### src/dtw_pkg.sv
// Package for the decision tree walker: table sizes, node entry layout,
// operator, variable and function codes, and the walker state type. No dependencies.
package dtw_pkg;

    localparam int NODE_COUNT  = 32;
    localparam int NODE_W      = $clog2(NODE_COUNT);
    localparam int MAX_STEPS   = 32;
    localparam int STEP_W      = (MAX_STEPS > 1) ? $clog2(MAX_STEPS) : 1;
    localparam int VALUE_WIDTH = 32;
    localparam int OP_W        = 3;
    localparam int VAR_W       = 2;
    localparam int ACTION_W    = 8;
    localparam int IDX_W       = 5;

    typedef enum logic [OP_W-1:0] {
        OP_ALWAYS  = 3'd0,
        OP_GREATER = 3'd1,
        OP_LESS    = 3'd2,
        OP_EQUAL   = 3'd3,
        OP_NEQUAL  = 3'd4
    } t_op;

    localparam logic [VAR_W-1:0] VAR_PROGRESS  = 2'd0;
    localparam logic [VAR_W-1:0] VAR_REMAINDER = 2'd1;
    localparam logic [VAR_W-1:0] VAR_TARGET_HP = 2'd2;

    localparam logic FUNC_LOAD = 1'b0;
    localparam logic FUNC_EVAL = 1'b1;

    typedef struct packed {
        logic [OP_W-1:0]              op;
        logic [VAR_W-1:0]             var_sel;
        logic signed [VALUE_WIDTH-1:0] threshold;
        logic [NODE_W-1:0]            left;
        logic [NODE_W-1:0]            right;
        logic [ACTION_W-1:0]          action;
    } t_node;

    typedef enum logic [1:0] {
        S_IDLE,
        S_ACK,
        S_EVAL
    } t_state;

endpackage

### src/dtw_if.sv
// Item channel interfaces of the decision tree walker: input and result channels
// with valid/ready handshake. Depend on dtw_pkg for field widths.
interface dtw_in_if import dtw_pkg::*; ();
    logic                           valid;
    logic                           ready;
    logic                           func;
    logic [IDX_W-1:0]               node_index;
    logic [OP_W-1:0]                node_op;
    logic [VAR_W-1:0]               node_var;
    logic signed [VALUE_WIDTH-1:0]  node_threshold;
    logic [IDX_W-1:0]               node_left;
    logic [IDX_W-1:0]               node_right;
    logic [ACTION_W-1:0]            node_action;
    logic signed [VALUE_WIDTH-1:0]  var_progress;
    logic signed [VALUE_WIDTH-1:0]  var_remainder;
    logic signed [VALUE_WIDTH-1:0]  var_target_hp;

    modport source (
        output valid, func, node_index, node_op, node_var, node_threshold,
               node_left, node_right, node_action, var_progress, var_remainder,
               var_target_hp,
        input  ready
    );
    modport sink (
        input  valid, func, node_index, node_op, node_var, node_threshold,
               node_left, node_right, node_action, var_progress, var_remainder,
               var_target_hp,
        output ready
    );
endinterface

interface dtw_out_if import dtw_pkg::*; ();
    logic                valid;
    logic                ready;
    logic [IDX_W-1:0]    visited_node;
    logic                went_left;
    logic [ACTION_W-1:0] action_code;
    logic                overrun;
    logic                last;

    modport source (
        output valid, visited_node, went_left, action_code, overrun, last,
        input  ready
    );
    modport sink (
        input  valid, visited_node, went_left, action_code, overrun, last,
        output ready
    );
endinterface

### src/dtw_node_ram.sv
// Node table of the decision tree walker: one write port, one read port,
// registered read data. Depends on dtw_pkg for the entry layout.
module dtw_node_ram import dtw_pkg::*; (
    input  logic              i_clk,
    input  logic              i_wr_en,
    input  logic [NODE_W-1:0] i_wr_addr,
    input  t_node             i_wr_data,
    input  logic              i_rd_en,
    input  logic [NODE_W-1:0] i_rd_addr,
    output t_node             o_rd_data
);

    t_node r_mem [NODE_COUNT];
    t_node r_rd_data;

    always_ff @(posedge i_clk) begin
        if (i_wr_en) begin
            r_mem[i_wr_addr] <= i_wr_data;
        end
    end

    // Hold read data until the next read
    always_ff @(posedge i_clk) begin
        if (i_rd_en) begin
            r_rd_data <= r_mem[i_rd_addr];
        end
    end

    assign o_rd_data = r_rd_data;

endmodule

### src/decision_tree_walker.sv
// Decision tree walker top level: node table memory, walk sequencer and result
// register. Depends on dtw_pkg, dtw_if.sv and dtw_node_ram.
//
// Load item: written in its accept cycle; its acknowledge enters the result register
//   in that cycle when free, else from S_ACK. Evaluate item: root read at accept, then
//   one result per cycle while the result register is free, one table read per visited
//   node, at most MAX_STEPS nodes; no new item is taken until the walk ends.
// Reset (synchronous, active low) clears the sequencer and result valid; the node
// table is not cleared and holds garbage until each entry is loaded.
module decision_tree_walker import dtw_pkg::*; (
    input  logic           i_clk,
    input  logic           i_rst_n,
    dtw_in_if.sink         i_in,
    dtw_out_if.source      o_out
);

    // Sequencer state
    t_state                        r_state, n_state;
    logic [NODE_W-1:0]             r_pos, n_pos;
    logic [STEP_W-1:0]             r_step, n_step;

    // Operands latched from the evaluate item
    logic signed [VALUE_WIDTH-1:0] r_var_progress;
    logic signed [VALUE_WIDTH-1:0] r_var_remainder;
    logic signed [VALUE_WIDTH-1:0] r_var_target_hp;

    // Pending load acknowledge
    logic [IDX_W-1:0]              r_ack_idx;
    logic [ACTION_W-1:0]           r_ack_action;

    // Result register
    logic                          r_out_valid;
    logic [IDX_W-1:0]              r_out_node;
    logic                          r_out_left;
    logic [ACTION_W-1:0]           r_out_action;
    logic                          r_out_overrun;
    logic                          r_out_last;

    // Table port
    logic                          wr_en;
    t_node                         wr_data;
    logic                          rd_en;
    logic [NODE_W-1:0]             rd_addr;
    t_node                         node;

    // Step evaluation
    logic                          in_ready;
    logic                          in_acc;
    logic                          out_free;
    logic signed [VALUE_WIDTH-1:0] sel_val;
    logic                          cmp_true;
    logic [NODE_W-1:0]             next_idx;
    logic                          walk_end;
    logic                          at_limit;

    // Result push
    logic                          push;
    logic [IDX_W-1:0]              push_node;
    logic                          push_left;
    logic [ACTION_W-1:0]           push_action;
    logic                          push_overrun;

    dtw_node_ram u_ram (
        .i_clk     (i_clk),
        .i_wr_en   (wr_en),
        .i_wr_addr (i_in.node_index[NODE_W-1:0]),
        .i_wr_data (wr_data),
        .i_rd_en   (rd_en),
        .i_rd_addr (rd_addr),
        .o_rd_data (node)
    );

    assign in_ready = (r_state == S_IDLE);
    assign in_acc   = i_in.valid && in_ready;
    assign out_free = !r_out_valid || o_out.ready;

    assign wr_data.op        = i_in.node_op;
    assign wr_data.var_sel   = i_in.node_var;
    assign wr_data.threshold = i_in.node_threshold;
    assign wr_data.left      = i_in.node_left[NODE_W-1:0];
    assign wr_data.right     = i_in.node_right[NODE_W-1:0];
    assign wr_data.action    = i_in.node_action;

    // Pick the tested variable; the unused code tests progress
    always_comb begin
        case (node.var_sel)
            VAR_REMAINDER: sel_val = r_var_remainder;
            VAR_TARGET_HP: sel_val = r_var_target_hp;
            default:       sel_val = r_var_progress;
        endcase
    end

    // Compare; unknown operators go right
    always_comb begin
        unique case (node.op)
            OP_ALWAYS:  cmp_true = 1'b1;
            OP_GREATER: cmp_true = sel_val > $signed(node.threshold);
            OP_LESS:    cmp_true = sel_val < $signed(node.threshold);
            OP_EQUAL:   cmp_true = sel_val == $signed(node.threshold);
            OP_NEQUAL:  cmp_true = sel_val != $signed(node.threshold);
            default:    cmp_true = 1'b0;
        endcase
    end

    assign next_idx = cmp_true ? node.left : node.right;
    assign at_limit = (r_step == STEP_W'(MAX_STEPS - 1));
    // Child index zero, the root, closes the walk; so does reaching the step limit
    assign walk_end = (next_idx == '0) || at_limit;

    // Next state
    always_comb begin
        n_state = r_state;
        unique case (r_state)
            S_IDLE: begin
                if (in_acc && i_in.func == FUNC_EVAL) begin
                    n_state = S_EVAL;
                end else if (in_acc && !out_free) begin
                    n_state = S_ACK;
                end
            end
            S_ACK: begin
                if (out_free) begin
                    n_state = S_IDLE;
                end
            end
            S_EVAL: begin
                if (out_free && walk_end) begin
                    n_state = S_IDLE;
                end
            end
            default: n_state = S_IDLE;
        endcase
    end

    // Sequencer outputs: table accesses, counters and result push
    always_comb begin
        wr_en        = 1'b0;
        rd_en        = 1'b0;
        rd_addr      = r_pos;
        n_pos        = r_pos;
        n_step       = r_step;
        push         = 1'b0;
        push_node    = r_ack_idx;
        push_left    = 1'b0;
        push_action  = r_ack_action;
        push_overrun = 1'b0;
        unique case (r_state)
            S_IDLE: begin
                if (in_acc && i_in.func == FUNC_EVAL) begin
                    // Start at the root
                    rd_en   = 1'b1;
                    rd_addr = '0;
                    n_pos   = '0;
                    n_step  = '0;
                end else if (in_acc) begin
                    wr_en       = 1'b1;
                    push        = out_free;
                    push_node   = i_in.node_index;
                    push_action = i_in.node_action;
                end
            end
            S_ACK: begin
                push = out_free;
            end
            S_EVAL: begin
                push         = out_free;
                push_node    = IDX_W'(r_pos);
                push_left    = cmp_true;
                push_action  = node.action;
                push_overrun = at_limit && (next_idx != '0);
                if (out_free && !walk_end) begin
                    // Advance to the chosen child
                    rd_en   = 1'b1;
                    rd_addr = next_idx;
                    n_pos   = next_idx;
                    n_step  = r_step + 1'b1;
                end
            end
            default: ;
        endcase
    end

    always_ff @(posedge i_clk) begin
        if (!i_rst_n) begin
            r_state     <= S_IDLE;
            r_pos       <= '0;
            r_step      <= '0;
            r_out_valid <= 1'b0;
        end else begin
            r_state <= n_state;
            r_pos   <= n_pos;
            r_step  <= n_step;
            if (push) begin
                r_out_valid <= 1'b1;
            end else if (o_out.ready) begin
                r_out_valid <= 1'b0;
            end
        end
    end

    // Payload registers
    always_ff @(posedge i_clk) begin
        if (in_acc && i_in.func == FUNC_EVAL) begin
            r_var_progress  <= i_in.var_progress;
            r_var_remainder <= i_in.var_remainder;
            r_var_target_hp <= i_in.var_target_hp;
        end
        if (in_acc) begin
            r_ack_idx    <= i_in.node_index;
            r_ack_action <= i_in.node_action;
        end
        if (push) begin
            r_out_node    <= push_node;
            r_out_left    <= push_left;
            r_out_action  <= push_action;
            r_out_overrun <= push_overrun;
            // A load ack is always last; a walk step is last where the walk ends
            r_out_last    <= (r_state == S_EVAL) ? walk_end : 1'b1;
        end
    end

    assign i_in.ready          = in_ready;
    assign o_out.valid         = r_out_valid;
    assign o_out.visited_node  = r_out_node;
    assign o_out.went_left     = r_out_left;
    assign o_out.action_code   = r_out_action;
    assign o_out.overrun       = r_out_overrun;
    assign o_out.last          = r_out_last;

    // Table is never read and written in the same cycle
    a_no_rw_clash: assert property (@(posedge i_clk) disable iff (!i_rst_n)
        !(wr_en && rd_en))
        else $error("node table read and write in one cycle");

    // An evaluate item starts a walk in the next cycle
    a_eval_starts: assert property (@(posedge i_clk) disable iff (!i_rst_n)
        in_acc && i_in.func == FUNC_EVAL |=> r_state == S_EVAL)
        else $error("evaluate item did not start a walk");

    // An overrun result closes the walk
    a_overrun_last: assert property (@(posedge i_clk) disable iff (!i_rst_n)
        r_out_valid && r_out_overrun |-> r_out_last)
        else $error("overrun result not marked last");

    // The step count and position hold while a walk waits on a full result register
    a_step_hold: assert property (@(posedge i_clk) disable iff (!i_rst_n)
        r_state == S_EVAL && !out_free |=> $stable(r_step) && $stable(r_pos))
        else $error("walk advanced while the result register was full");

endmodule
### src/flat_wrapper.sv
// flat-port wrapper written by rule: the top's interface ports become plain ports
module decision_tree_walker_flat import dtw_pkg::*;
  (i_clk, i_rst_n, i_in_valid, i_in_func, i_in_node_index, i_in_node_op, i_in_node_var, i_in_node_threshold, i_in_node_left, i_in_node_right, i_in_node_action, i_in_var_progress, i_in_var_remainder, i_in_var_target_hp, i_in_ready, o_out_valid, o_out_visited_node, o_out_went_left, o_out_action_code, o_out_overrun, o_out_last, o_out_ready);
  dtw_in_if i_in_i ();
  dtw_out_if o_out_i ();
  input  logic i_clk;
  input  logic i_rst_n;
  input wire logic [$bits(i_in_i.valid)-1:0] i_in_valid;
  input wire logic [$bits(i_in_i.func)-1:0] i_in_func;
  input wire logic [$bits(i_in_i.node_index)-1:0] i_in_node_index;
  input wire logic [$bits(i_in_i.node_op)-1:0] i_in_node_op;
  input wire logic [$bits(i_in_i.node_var)-1:0] i_in_node_var;
  input wire logic [$bits(i_in_i.node_threshold)-1:0] i_in_node_threshold;
  input wire logic [$bits(i_in_i.node_left)-1:0] i_in_node_left;
  input wire logic [$bits(i_in_i.node_right)-1:0] i_in_node_right;
  input wire logic [$bits(i_in_i.node_action)-1:0] i_in_node_action;
  input wire logic [$bits(i_in_i.var_progress)-1:0] i_in_var_progress;
  input wire logic [$bits(i_in_i.var_remainder)-1:0] i_in_var_remainder;
  input wire logic [$bits(i_in_i.var_target_hp)-1:0] i_in_var_target_hp;
  output wire logic [$bits(i_in_i.ready)-1:0] i_in_ready;
  output wire logic [$bits(o_out_i.valid)-1:0] o_out_valid;
  output wire logic [$bits(o_out_i.visited_node)-1:0] o_out_visited_node;
  output wire logic [$bits(o_out_i.went_left)-1:0] o_out_went_left;
  output wire logic [$bits(o_out_i.action_code)-1:0] o_out_action_code;
  output wire logic [$bits(o_out_i.overrun)-1:0] o_out_overrun;
  output wire logic [$bits(o_out_i.last)-1:0] o_out_last;
  input wire logic [$bits(o_out_i.ready)-1:0] o_out_ready;
  assign i_in_i.valid = i_in_valid;
  assign i_in_i.func = i_in_func;
  assign i_in_i.node_index = i_in_node_index;
  assign i_in_i.node_op = i_in_node_op;
  assign i_in_i.node_var = i_in_node_var;
  assign i_in_i.node_threshold = i_in_node_threshold;
  assign i_in_i.node_left = i_in_node_left;
  assign i_in_i.node_right = i_in_node_right;
  assign i_in_i.node_action = i_in_node_action;
  assign i_in_i.var_progress = i_in_var_progress;
  assign i_in_i.var_remainder = i_in_var_remainder;
  assign i_in_i.var_target_hp = i_in_var_target_hp;
  assign i_in_ready = i_in_i.ready;
  assign o_out_valid = o_out_i.valid;
  assign o_out_visited_node = o_out_i.visited_node;
  assign o_out_went_left = o_out_i.went_left;
  assign o_out_action_code = o_out_i.action_code;
  assign o_out_overrun = o_out_i.overrun;
  assign o_out_last = o_out_i.last;
  assign o_out_i.ready = o_out_ready;
  decision_tree_walker u_core (.i_clk(i_clk), .i_rst_n(i_rst_n), .i_in(i_in_i), .o_out(o_out_i));
endmodule
### config.mk
export PLATFORM = sky130hd
export DESIGN_NAME = decision_tree_walker_flat
export DESIGN_NICKNAME = d
export VERILOG_FILES = /design/src/dtw_pkg.sv /design/src/dtw_if.sv /design/src/dtw_node_ram.sv /design/src/decision_tree_walker.sv /design/src/flat_wrapper.sv
export SDC_FILE = /design/constraint.sdc
export NUM_CORES = 2
export LEC_CHECK = 0
export BUFFER_PORTS_ARGS = -buffer_cell sky130_fd_sc_hd__buf_2
export CORE_MARGIN = 3
export CORE_UTILIZATION = 35
export DETAILED_ROUTE_END_ITERATION = 12
export HOLD_SLACK_MARGIN = 0.15
export SETUP_SLACK_MARGIN = 0.5
export SKIP_CTS_REPAIR_TIMING = 1
export SYNTH_ARGS = -nofsm -noshare
export SYNTH_HDL_FRONTEND = slang
export SYNTH_HIERARCHICAL = 1
export SYNTH_SLANG_ARGS = --single-unit
### constraint.sdc
create_clock -name i_clk -period 4.86 [get_ports i_clk]
set_clock_uncertainty 0.15 [all_clocks]
set_input_delay 0.729 -clock i_clk [delete_from_list [all_inputs] [get_ports i_clk]]
set_output_delay 0.729 -clock i_clk [all_outputs]
set_load 0.05 [all_outputs]
==> results_dict.tcl <==
set metrics [dict create \
    grt_pass1_vias 42000 \
    viasPerCell 5.36 \
    layout.cells.non_filler 8265 \
    finalHoldViolCount 0 \
    crit_arrival_ps 6430 \
    seqPwrFrac_pct 48.4 \
    cts_htree_levels 4 \
    ys_seq_elements 1953 \
    hold_path.class "input pin to flop" \
    track_usage_pct 18.5 \
    ant_nets 0 \
    drive_gt1_share_pct 22.4 \
    core-area_um2 218000 \
    path_depth 26 \
    totalWireLength_mm 224 \
    synth_edf_count 1927 \
    pin_count 179 \
    ys_top_cells_by_area "edfxtp_1 75%, mux2i_1 12%, a22oi_1 1.9%, a22o_1 1.3%, nand2_1 1.2%" \
    clock-sinks 1953 \
    rows 171 \
    drv_slew 0 \
    cp-start-kind "flop" \
    swShare_pct 24.6 \
    mappedNetlistArea_um2 76800 \
    io_buffer_count 178 \
    rsz0062_at_grt "yes" \
    cts-root-buf "clkbuf_16" \
    outcome "finished, violations left" \
    yosys_warnings 6 \
    p_comb_share_pct 14.7 \
    critPathCaptureType "flop" \
    rrSetupSlack_ps -1200 \
    power.density_nw_per_um2 414 \
    syn_nets 4624 \
    area_growth_pct 24.1 \
    worstMarginPinSlew_ps 970 \
    die_area_um2 225000 \
    synth_top_area_share_pct 75.4 \
    p_sw_uw 9700 \
    yosysTopAreaCell "edfxtp_1" \
    p_leak_uw 0.0305 \
    relSlewSlack_pct 34.6 \
    netlist_instances 4423 \
    cp.buffers_inverters 8 \
    grt_overflow 0 \
    r2r_end "u_core/u_ram/o_rd_data[12]" \
    synthMostInstantiatedCell "edfxtp_1" \
    slowest_delay_ps 590 \
    violations "negative setup slack" \
    nNetsFinal 5448 \
    avgSynthCellArea_um2 17.4 \
    crit_type "flop to flop" \
    seq_area_frac_synth_pct 76.1 \
    dp_hpwl_mm 120 \
    power.internal_uw 29800 \
    ys.flop_type "edfxtp_1" \
    finalCritPeriodShare_pct 125 \
    drc_errors 0 \
    crit_slowest_cell "or4_4" \
    r2r_start "u_core/u_ram/o_rd_data[51]" \
    whs_ps 162 \
    numCtsBuffers 192 \
    place_inst 7641 \
    r2r_cells 26 \
    start_util_pct 35.3 \
    power_uw 39500 \
    dieHeight_um 474 \
    cts_tree "built" \
    chipWidth_um 474 \
    critical-path-top-delay-family "simple AND/OR/NAND/NOR gates" \
    worstHoldEndpoint "u_core/r_ack_idx[3]" \
    hold_path.startpoint "i_in_node_index[3]" \
    fmax_mhz 165 \
    setup_viol 109 \
    period_minus_slack_ps 6060 \
    drt-initial-drc-count 4365 \
    clkPwrFrac_pct 36.9 \
    vdd_drop_max_v 0.000381 \
    post_drt_wl_per_cell_um 27.1 \
    worst_slack_ps -1200 \
    pre_cts_ws_ps -1430 \
    dr.pass1.iters 6 \
    routabilityCongestion 0.790 \
    grt_max_degree 56 \
    synthArstFlopShare_pct 0 \
    antenna_found_initial 25 \
    grt_pass1_wl_mm 303 \
    timing.critical_path.mode_cell "buf_4" \
    num_vias 44300 \
    max-cap-violations 0 \
    synth_commonest_cells "1,927 x edfxtp_1, 892 x mux2i_1, 249 x nand2_1" \
    clk_pin_slew_ps 60 \
    holdPathStages 2 \
    required_ps 5240 \
    critPathLaunch "u_core/u_ram/o_rd_data[51]" \
    ys_types 57 \
    clk_latency_ps 840 \
    clk_path_buf_depth 3 \
    cp_max_fo 9 \
]
-- area by class of cell --
type | instances | area (um2)
Multi-Input combinational cell | 2180 | 17600
Fill cell | 18700 | 122000
Clock buffer | 235 | 5030
Antenna cell | 8 | 20.0
Clock inverter | 115 | 1080
Sequential cell | 1953 | 58400
Tap cell | 2854 | 3570
Timing Repair Buffer | 878 | 9430
Inverter | 42 | 160
-- stage by stage --
stage               util, %  area [um2]  setup TNS (ps)
finish                 43.8       95300          -70500
global placement       39.1       85100          -94710
global route           43.8       95200          -82060
floorplan                 -       77100           -9960
detailed placement     39.1       85100          -92680
CTS                    41.9       91200          -97660
-- cells by family after synthesis --
group,Yosys count,share of synthesized area (%)
AO/OA/AOI/OAI,646,5.75
adder cells (fa/ha/maj),40,0.652
AND/OR/NAND/NOR,588,3.48
buffers and inverters,290,2.23
multiplexers,906,11.8
flip-flops,1953,76.1
-- state kept, by name (all words and copies together), names as in the netlist, 8 cells and up --
signal	cells
u_core/r_var_progress	32
u_core/r_ack_action	8
u_core/u_ram/r_mem	1760
u_core/u_ram/o_rd_data	55
u_core/r_var_remainder	32
u_core/o_out.action_code	8
u_core/r_var_target_hp	32
-- worst max-delay path by stage --
stage,endpoint,slack (ps)
after detailed placement,u_core/u_ram/o_rd_data[44],-1430
after global routing,u_core/u_ram/o_rd_data[27],-1320
after CTS,u_core/u_ram/o_rd_data[44],-1460
after global placement,u_core/u_ram/o_rd_data[44],-1440
final,u_core/u_ram/o_rd_data[12],-1200
after floorplan,u_core/u_ram/o_rd_data[10],-180
-- power by group through the flow --
stage	Sequential (uW)	Clock [uW]	Combinational [uW]
after global routing	19100	15500	6140
after CTS	19100	14800	4990
final	19100	14600	5800
after floorplan	19600	0	2610
after detailed placement	19500	0	4970
after global placement	19500	0	4900
-- cell usage in the layout, fill, tap and decap left out, drive strengths merged, types with 3 or more instances in the layout --
master | synthesis | final
dlygate4sd3 | 0 | 99
a21boi | 15 | 15
nand2b | 3 | 3
nor2b | 4 | 4
a221o | 13 | 13
mux2i | 892 | 892
a31oi | 57 | 57
or4 | 4 | 4
inv | 42 | 51
nor2 | 48 | 48
or3b | 3 | 3
dfxtp | 26 | 26
a22oi | 197 | 197
nand4 | 10 | 10
diode | 0 | 8
nor4 | 3 | 3
a21oi | 183 | 183
ha | 40 | 40
nand3b | 7 | 7
o22ai | 4 | 4
o21ai | 44 | 44
edfxtp | 1927 | 1927
nand2 | 249 | 249
nand3 | 177 | 177
o21a | 3 | 3
mux2 | 14 | 14
and3 | 6 | 6
a211oi | 3 | 3
bufinv | 0 | 17
nor3 | 63 | 63
clkinvlp | 0 | 6
clkinv | 0 | 83
or3 | 4 | 4
o2bb2ai | 5 | 5
buf | 155 | 743
a22o | 110 | 110
clkbuf | 93 | 271
-- per-layer routing --
layer	part of all wire (%)	track usage, %
met4	2.7	4.80
met5	0.012	0
met2	49	31.4
met1	42	24.6
met3	6.5	3.01
No activity file was read; power rests on OpenSTA's default activity.
